## src/hw/rtl/stlu_ram.sv

```systemverilog
// ----------------------------------------------------------------------------
// stlu_ram
// Generic single-write, single-read RAM with a registered read port.
// ----------------------------------------------------------------------------
module stlu_ram #(
  parameter int WIDTH = 38,
  parameter int DEPTH = 107,
  localparam int ADDR_W = $clog2(DEPTH)
) (
  input  logic              clk,
  input  logic              we,
  input  logic [ADDR_W-1:0] waddr,
  input  logic [WIDTH-1:0]  wdata,
  input  logic [ADDR_W-1:0] raddr,
  output logic [WIDTH-1:0]  rdata
);

  logic [WIDTH-1:0] mem [DEPTH];

  always_ff @(posedge clk) begin
    if (we) begin
      mem[waddr] <= wdata;
    end
    rdata <= mem[raddr];
  end

endmodule

```

## config.mk

```make
export PLATFORM = sky130hd
export DESIGN_NAME = stlu_ram
export DESIGN_NICKNAME = d
export VERILOG_FILES = /design/src/hw/rtl/stlu_ram.sv
export SDC_FILE = /design/constraint.sdc
export NUM_CORES = 2
export LEC_CHECK = 0
export BUFFER_PORTS_ARGS = -buffer_cell sky130_fd_sc_hd__buf_2
export CAP_MARGIN = 10
export CORE_ASPECT_RATIO = 1.4
export CORE_MARGIN = 2
export CORE_UTILIZATION = 40
export CTS_CLUSTER_SIZE = 20
export DETAILED_ROUTE_END_ITERATION = 10
export PLACE_DENSITY_LB_ADDON = 0.15
export SLEW_MARGIN = 20
export SYNTH_ARGS = -nofsm -noshare
export SYNTH_HDL_FRONTEND = slang
export SYNTH_SLANG_ARGS = --single-unit
export TNS_END_PERCENT = 5
```

## constraint.sdc

```tcl
create_clock -name clk -period 12.48 [get_ports clk]
set_clock_uncertainty 0.2 [all_clocks]
set_input_delay 0.624 -clock clk [delete_from_list [all_inputs] [get_ports clk]]
set_output_delay 0.624 -clock clk [all_outputs]
set_load 0.05 [all_outputs]
```

==> results_dict.tcl <==
set metrics [dict create \
    status "finished, final reports clean" \
    met2RoutedLength_mm 270 \
    max_freq_ghz 0.203 \
    cts.path.max_buffers 4 \
    p_sw_frac 0.220 \
    synth-edff-count 4066 \
    endpoint "rdata[21]" \
    cts_tree "done" \
    p_int_mw 22.6 \
    cts-root-buf "clkbuf_16" \
    cp_num_buf_inv 4 \
    maxSlewViolCount 0 \
    finalSetupTns_ns 0 \
    netlist_area_mm2 0.156 \
    rsz0062_at_grt "no" \
    place_inst 12300 \
    slowest_stage "nand3_1" \
    synthFlopType "edfxtp_1" \
    syn-mean-instance-area_um2 22.1 \
    grt_max_degree 113 \
    ant_nets 0 \
    drcViolationCount 0 \
    met3_length_mm 33.1 \
    gp_congestion 0.829 \
    wl_met1_mm 192 \
    cp_slowest_stage_delay_ns 0.87 \
    htree_levels 5 \
    critPathCaptureType "register" \
    grt_pass1_wl_mm 705 \
    layout_worst_path_cycle_share 0.395 \
    r2r_slack_ns 9.31 \
    hold_path_class "primary input to register" \
    cp-start-kind "primary input" \
    ir_worst_vdd_uv 112 \
    reg2reg_to "rdata[20]" \
    pwr-share-clk 0.419 \
    worstPathCellList "buf_8 -> buf_4 -> buf_4 -> buf_12 -> nand3_1 -> o22ai_1 -> a211oi_1 -> a21oi_1 -> nand4_1 -> nand2_1" \
    area_growth_pct 13.5 \
    max_cap_viol_count 0 \
    cp.required_ns 13.13 \
    die_y_um 744 \
    dr.first_iter.drc_count 9946 \
    min_period_ns 4.93 \
    synthCells 7073 \
    worst_path_most_repeated_cell "buf_4" \
    hold_violations 0 \
    grt_antenna_before_repair 46 \
    leakagePower_nw 55.2 \
    num_rows 271 \
    wl_per_cell_um 40.4 \
    insertion_delay_ns 0.94 \
    routed_via_density 6.06 \
    nets 7546 \
    ys_ff_latch 4104 \
    cp_top_family "simple AND/OR/NAND/NOR gates" \
    p_comb_frac 0.053 \
    ys_warn_count 0 \
    drive_gt1_frac 0.256 \
    rr_worst_depth 5 \
    cts_made_buffers 394 \
    clock-sinks 4104 \
    grt_pass1_vias 80300 \
    topRoutingLayerUsed "met5" \
    arrival_ns 5.58 \
    num_vias 78900 \
    start_util 0.402 \
    wirelength_mm 526 \
    synth.area.top_cells "edfxtp_1 (78%), mux4_2 (13%), mux2i_1 (2.2%)" \
    synth_top_cell_by_area "edfxtp_1" \
    crit_fanout 72 \
    cts_setup_buffers 0 \
    io_buffers 91 \
    die_w_um 533 \
    firstDrtPassIters 6 \
    grt-ovfl-total 0 \
    synth_fp_nets 7127 \
    power.density_mw_per_mm2 163 \
    core_mm2 0.389 \
    tightest_slew_ns 1.18 \
    num_io_pins 92 \
    ys_async_sr_fraction 0 \
    relSlewSlack 0.213 \
    crit_start "raddr[1]" \
    p_seq_frac 0.527 \
    final_cells 13000 \
    dieArea_mm2 0.396 \
    hpwl_mm 306 \
    track_usage 0.263 \
    netSwitchingPower_mw 6.38 \
    synth_cell_types 67 \
    cts.reportedPaths.clkPinSlew_ns 0.07 \
    setup_viol 0 \
    ys_seq_area_frac 0.785 \
    yosysTopAreaCellShare 0.781 \
    crit_type "primary input to register" \
    r2r-start "mem[87][20]" \
    critical_path_depth 10 \
]
layout by cell type (no fill, tap or decap), drive strengths merged, types with 27 or more instances in the layout:
cell / count
a211oi: 68
a21oi: 80
a221oi: 28
a22oi: 187
buf: 393
bufinv: 44
clkbuf: 496
clkinv: 156
dfxtp: 38
dlygate4sd3: 30
edfxtp: 4066
mux2i: 345
mux4: 871
nand2: 211
nand3: 87
nand4: 27
nor2: 190
nor2b: 29
o211ai: 41
o21ai: 75
o22ai: 110
worst min path at each step:
stage,startpoint,end,slack [ns],depth (start not counted)
after floorplan,mem[106][29],rdata[29],0.41,4
after global placement,mem[106][37],rdata[37],0.46,4
after detailed placement,mem[106][37],rdata[37],0.51,4
after CTS,wdata[0],mem[68][0],0.008,1
after global routing,wdata[32],mem[96][32],0.02,1
final,wdata[32],mem[96][32],0.04,1
logic make-up (layout without fill, tap and decap cells):
kind of cell | count (synthesis) | count (layout) | share of synthesized area
flops | 4104 | 4104 | 0.785
other cells | 0 | 19 | 0
mux | 1237 | 1237 | 0.149
compound gates | 698 | 698 | 0.0310
simple gates | 631 | 631 | 0.0180
buf+inv | 403 | 1143 | 0.0165
layout make-up:
cell class,instances,area (µm²)
inverter,3,17.5
tap,5187,6490
antenna,19,47.5
sequential,4104,123000
clock inverter,221,2280
timing repair buffer,423,3360
fill,32800,212000
clock buffer,496,10500
multi-input combinational,2566,32000
stage by stage:
stage	cell area, µm²	power (mW)	utilization	hold slack (ns)	setup WS (ns)
after floorplan	156000	16.3	-	0.410	6.72
after global placement	164000	17.1	0.422	0.455	5.80
after detailed placement	164000	17.1	0.422	0.508	6.61
after CTS	177000	29.1	0.456	0.00789	7.55
after global routing	178000	29.7	0.456	0.0151	7.41
final	178000	28.9	0.456	0.0427	7.55
cell usage after synthesis, drive strengths merged, types with 75 or more instances:
cell	n
buf	247
mux4	871
o21ai	75
mux2i	345
o22ai	110
nor2	190
nand3	87
a22oi	187
a21oi	80
clkbuf	153
edfxtp	4066
nand2	211
power groups by stage:
| stage | Sequential [mW] | Combinational [mW] | Clock, mW |
|---|---|---|---|
| after CTS | 15.3 | 1.55 | 12.3 |
| final | 15.3 | 1.54 | 12.1 |
| after global routing | 15.3 | 1.59 | 12.8 |
| after floorplan | 15.6 | 0.721 | 0 |
| after global placement | 15.6 | 1.52 | 0 |
| after detailed placement | 15.6 | 1.54 | 0 |
routing by layer:
metal / GRT usage / vias to the layer above
met2: 0.460 / 3430
met1: 0.318 / 43800
met3: 0.0368 / 903
met4: 0.131 / 14
met5: 0 / -
li1: - / 30800
sequential cells by signal (all words and copies together) (netlist names):
register and cells:
mem 4066, rdata 38
repair_timing:
item,in CTS,in global routing
hold endpoints to repair,857,1
resized for setup,0,0
hold buffers,29,1
Power figures use the tool's default switching activity.
