**src/hw/rtl/stlu_pkg.sv**
```systemverilog
// ----------------------------------------------------------------------------
// stlu_pkg
// Shared types and constants of the shuffled triple-LCG uniform generator.
// ----------------------------------------------------------------------------
package stlu_pkg;

  // Datapath widths of the shared modular unit.
  localparam int ACC_W = 32;
  localparam int MUL_W = 14;
  localparam int INC_W = 18;
  localparam int MOD_W = 20;
  localparam int QUO_W = 13;
  localparam int RCP_W = 16;

  // Width of the three generators and of a table entry.
  localparam int GEN_A_W = 20;
  localparam int GEN_B_W = 18;
  localparam int GEN_P_W = 18;
  localparam int SEED_W  = 31;
  localparam int ENTRY_W = GEN_A_W + GEN_B_W;

  // Generator a.
  localparam logic [MOD_W-1:0] MOD_A = 20'd714025;
  localparam logic [MUL_W-1:0] MUL_A = 14'd1366;
  localparam logic [INC_W-1:0] INC_A = 18'd150889;
  // Generator b.
  localparam logic [MOD_W-1:0] MOD_B = 20'd243000;
  localparam logic [MUL_W-1:0] MUL_B = 14'd4561;
  localparam logic [INC_W-1:0] INC_B = 18'd51349;
  // Pick generator.
  localparam logic [MOD_W-1:0] MOD_P = 20'd134456;
  localparam logic [MUL_W-1:0] MUL_P = 14'd8121;
  localparam logic [INC_W-1:0] INC_P = 18'd28411;

  // Reciprocals floor(2^32 / modulus). For any 32-bit value the quotient
  // estimated with them is the true quotient or one less.
  localparam logic [RCP_W-1:0] RCP_A = RCP_W'((64'd1 << ACC_W) / 64'(MOD_A));
  localparam logic [RCP_W-1:0] RCP_B = RCP_W'((64'd1 << ACC_W) / 64'(MOD_B));
  localparam logic [RCP_W-1:0] RCP_P = RCP_W'((64'd1 << ACC_W) / 64'(MOD_P));

  // 1504 * 714025: added to (150889 - seed) so the value is never negative.
  localparam logic [ACC_W-1:0] SEED_BIAS = 32'd1073893600;

  // Operands of one job for the shared unit: (x * mul + inc) mod modulus.
  typedef struct packed {
    logic [ACC_W-1:0] x;
    logic [MUL_W-1:0] mul;
    logic [INC_W-1:0] inc;
    logic [MOD_W-1:0] modulus;
    logic [RCP_W-1:0] recip;
  } lcg_op_t;

  // Status and result of the shared unit.
  typedef struct packed {
    logic             busy;
    logic             done;
    logic [MOD_W-1:0] rem;
    logic [QUO_W-1:0] quo;
  } lcg_res_t;

endpackage

```
**src/hw/rtl/stlu_lcg_unit.sv**
```systemverilog
// ----------------------------------------------------------------------------
// stlu_lcg_unit
// Shared multiply-add and reciprocal modular reduction, one job at a time.
// ----------------------------------------------------------------------------
module stlu_lcg_unit
  import stlu_pkg::*;
(
  input  logic     clk,
  input  logic     rst,
  input  logic     start,
  input  lcg_op_t  op,
  output lcg_res_t res
);

  typedef enum logic [1:0] {U_IDLE, U_EST, U_BACK, U_FIX} ustate_t;

  localparam int EST_W = ACC_W + RCP_W;

  ustate_t          state;
  logic [ACC_W-1:0] acc;
  logic [MOD_W-1:0] modulus;
  logic [RCP_W-1:0] recip;
  logic [QUO_W-1:0] quo;
  logic             done;
  logic [ACC_W-1:0] product;
  logic [EST_W-1:0] est_full;
  logic [ACC_W-1:0] back_prod;
  logic             over;

  // The multiply-add result is always below 2^32 for the operands used.
  assign product   = ACC_W'(op.x * op.mul) + ACC_W'(op.inc);
  // Quotient estimate: the true quotient or one less.
  assign est_full  = EST_W'(acc) * EST_W'(recip);
  assign back_prod = ACC_W'(quo) * ACC_W'(modulus);
  assign over      = (acc >= ACC_W'(modulus));

  always_ff @(posedge clk) begin
    if (rst) begin
      state <= U_IDLE;
      done  <= 1'b0;
    end else begin
      done <= (state == U_FIX);
      case (state)
        U_IDLE: begin
          if (start) begin
            acc     <= product;
            modulus <= op.modulus;
            recip   <= op.recip;
            state   <= U_EST;
          end
        end
        U_EST: begin
          quo   <= est_full[ACC_W +: QUO_W];
          state <= U_BACK;
        end
        U_BACK: begin
          // What is left is below twice the modulus.
          acc   <= acc - back_prod;
          state <= U_FIX;
        end
        U_FIX: begin
          if (over) begin
            acc <= acc - ACC_W'(modulus);
            quo <= quo + QUO_W'(1);
          end
          state <= U_IDLE;
        end
        default: state <= U_IDLE;
      endcase
    end
  end

  assign res.busy = (state != U_IDLE);
  assign res.done = done;
  assign res.rem  = acc[MOD_W-1:0];
  assign res.quo  = quo;

endmodule

```
**config.mk**
```make
export PLATFORM = sky130hd
export DESIGN_NAME = stlu_lcg_unit
export DESIGN_NICKNAME = d
export VERILOG_FILES = /design/src/hw/rtl/stlu_pkg.sv /design/src/hw/rtl/stlu_lcg_unit.sv
export SDC_FILE = /design/constraint.sdc
export NUM_CORES = 2
export LEC_CHECK = 0
export ABC_CLOCK_PERIOD_IN_PS = 16800
export BUFFER_PORTS_ARGS = -buffer_cell sky130_fd_sc_hd__buf_2
export CORE_MARGIN = 4
export CORE_UTILIZATION = 60
export DETAILED_ROUTE_END_ITERATION = 6
export PLACE_DENSITY = 0.78
export SKIP_LAST_GASP = 1
export SYNTH_ARGS = -nofsm -noshare
export SYNTH_HDL_FRONTEND = slang
export SYNTH_SLANG_ARGS = --single-unit
```
**constraint.sdc**
```tcl
create_clock -name clk -period 16.8 [get_ports clk]
set_input_delay 1.68 -clock clk [delete_from_list [all_inputs] [get_ports clk]]
set_output_delay 1.68 -clock clk [all_outputs]
set_load 0.02 [all_outputs]
```
==> results_dict.tcl <==
set metrics [dict create \
    run_status "finished clean" \
    fp.dieH_microns 264.8 \
    timing.final.max_slew_violations 0 \
    placementRows 93 \
    io_pins 138 \
    rsz0062_at_grt "false" \
    period_needed_ps 7600 \
    root_buffer "clkbuf_16" \
    floorplan.die_area_sq_um 70130 \
    hold_buffers 0 \
    period_share_pct 45.24 \
    grt_pass1_wl_microns 168600 \
    skew_ps 23.21 \
    cts.sinks 84 \
    pin_count_of_the_biggest_net_entering_global_routing 43 \
    setup_tns_ps 0 \
    post_synth_inst_count 4433 \
    drc_errors 0 \
    actual_slew_at_the_worst_max_slew_pin_ps 1292 \
    synth_sequential_area_ratio_pct 6.298 \
    post_drt_wl_per_cell_microns 19.39 \
    drive_gt1_share_pct 5.094 \
    finalNetCount 5703 \
    floorplan.core_area_sq_um 64930 \
    maxCapViolations 0 \
    post-cts-setup-buffers 0 \
    element_type_at_the_critical_path_end "flop" \
    hold_path_class "reg2reg" \
    port-buffer-count 137 \
    htree_levels 3 \
    fmax_ghz 0.1316 \
    route.final.wire_length_microns 101900 \
    async_set_reset_flop_share_out_of_synthesis_pct 0 \
    synth_nets 5744 \
    most_common_cell_after_layout_fill_and_taps_aside "inv_1" \
    commonest_cells_after_routing_fill_and_taps_aside "1055 x inv_1, 929 x fa_1, 750 x nand2_1" \
    die_width_microns 264.8 \
    detailedRoute.firstIterationViolations 1960 \
    critPathRequiredTime_ps 16940 \
    cts_tree "done" \
    max-clock-path-buffers 2 \
    synthToLayoutAreaGrowth_pct 3.696 \
    tritoncts.num_buffers 9 \
    synth_cell_types 74 \
    gpl.final_weighted_congestion 0.9320 \
    detail_route.first_pass.iterations 6 \
    globalRouteOverflowTotal 0 \
    antenna_violations_before_repair 5 \
    worst-path-max-fanout 27 \
    maxSlewHeadroom_pct 13.85 \
    synth_cell_area_sq_um 39580 \
    grt.total_usage_pct 30.25 \
    data_arrival_time_at_the_worst_slack_endpoint_ps 7740 \
    worst_r2r_endpoint "quo[1]" \
    worstReg2RegStart "acc[16]" \
    r2r_setup_slack_ps 9240 \
    hold_viol 0 \
    setup.worst_path.class "in2reg" \
    dr_vias_cell 5.653 \
    number_of_global_route_vias_before_repair 32410 \
    cts.clk_slew.worst_paths_ps 90 \
    antenna_left 0 \
    detailed_place_hpwl_microns 78870 \
    post_cts.resized_instances 0 \
    worstSkewPairLatency_ps 410 \
    yosys_most_used_dff "edfxtp_1" \
    synth_seq_cells 84 \
    setup.worst_path.start "op[59]" \
    routed-via-count 29700 \
    setup_viol 0 \
    initial_utilization_pct 60.95 \
    syn_area_per_cell_sq_um 8.928 \
    yosysWarnings 0 \
    termination_of_the_worst_setup_path "acc[21]" \
    ff2ff_path_depth 20 \
    number_of_enable_flip_flop_cells_after_synthesis 81 \
    start_kind "input pin" \
]
==> registers in the layout, summed over array words and instances, names as in the netlist <==
register / cells
done: 1
state: 2
quo: 13
modulus: 20
recip: 16
acc: 32
==> cell families (layout without fill, tap and decap cells) <==
| kind of cell | after synthesis | after routing | share of synthesized area (%) |
|---|---|---|---|
| multiplexers | 2 | 2 | 0.05059 |
| other | 0 | 2 | 0 |
| flip-flops | 84 | 84 | 6.298 |
| buffers and inverters | 1293 | 1257 | 12.47 |
| XOR/XNOR | 138 | 138 | 3.054 |
| AND/OR/NAND/NOR | 1374 | 1374 | 16.58 |
| AO/OA/AOI/OAI | 334 | 334 | 5.738 |
| adder cells (fa/ha/maj) | 1208 | 1208 | 55.81 |
==> worst max-delay path, cell delays in order <==
cell      delay [ps]
buf_2            490
nand2_1          170
fa_1             530
fa_1             520
inv_1             60
fa_1             550
fa_1             450
fa_1             520
fa_1             410
ha_1             380
a211oi_1         310
o21bai_1         170
o311ai_0         530
nand3_1          140
a21oi_1          300
o21bai_1         100
a21oi_1          170
xor2_1           160
o21ai_0           90
==> metrics by stage <==
step / util [%] / cells / hold WS [ps] / cell area, sq um / worst slack, ps
6_report: 63.21 / 5254 / 505.8 / 41040 / 9200
5_1_grt: 63.20 / 5252 / 558.1 / 41030 / 8826
4_1_cts: 63.20 / 5252 / 504.2 / 41030 / 9242
3_5_place_dp: 62.75 / 5236 / 494.9 / 40740 / 8807
3_3_place_gp: 62.75 / 5236 / 487.9 / 40740 / 8940
2_1_floorplan: - / 4433 / 458.7 / 39580 / 9221
==> worst min path at each step <==
stage | startpoint | end | slack, ps | depth (start not counted)
after floorplan | state[1] | state[1] | 460 | 2
after global placement | state[1] | state[1] | 490 | 2
after detailed placement | state[1] | state[1] | 490 | 2
after CTS | state[1] | state[1] | 500 | 2
after global routing | state[1] | state[1] | 560 | 2
final | state[1] | state[1] | 510 | 2
==> synth_stat cells (15+ instances only) <==
cell type	instances	area share (%)
nand3_1	23	0.29
nand4_1	15	0.24
a21o_1	42	0.80
xor2_1	38	0.84
nor3_1	19	0.24
o21a_1	20	0.38
buf_4	21	0.40
nor2_1	61	0.58
edfxtp_1	81	6.1
a21oi_1	80	1.0
a22oi_1	15	0.28
clkbuf_1	208	2.0
inv_1	1055	10
and2_1	451	7.1
ha_1	279	8.8
fa_1	929	47
xnor2_1	100	2.2
nand2_1	750	7.1
o21ai_0	68	0.86
==> layer usage <==
metal	GRT usage (%)	vias to the layer above	share of wire (%)
met1	38.98	15120	38
met5	0	-	0.043
met3	6.052	293	9.5
li1	-	12940	-
met2	50.92	1349	48
met4	11.71	6	4.1
==> layout make-up <==
cell class              instances  area [sq um]
clock buffers                   9         225.2
repair buffers                186          1054
inverters                    1055          3960
multi-input cells            3056         32160
well taps                     855          1070
diodes                          2         5.005
clock inverters                 7         68.82
fillers                      5413         23890
flip-flops and latches         84          2492
Power is not shown: default switching activity piles up to over one toggle a cycle in this logic, so the estimate is an artifact.
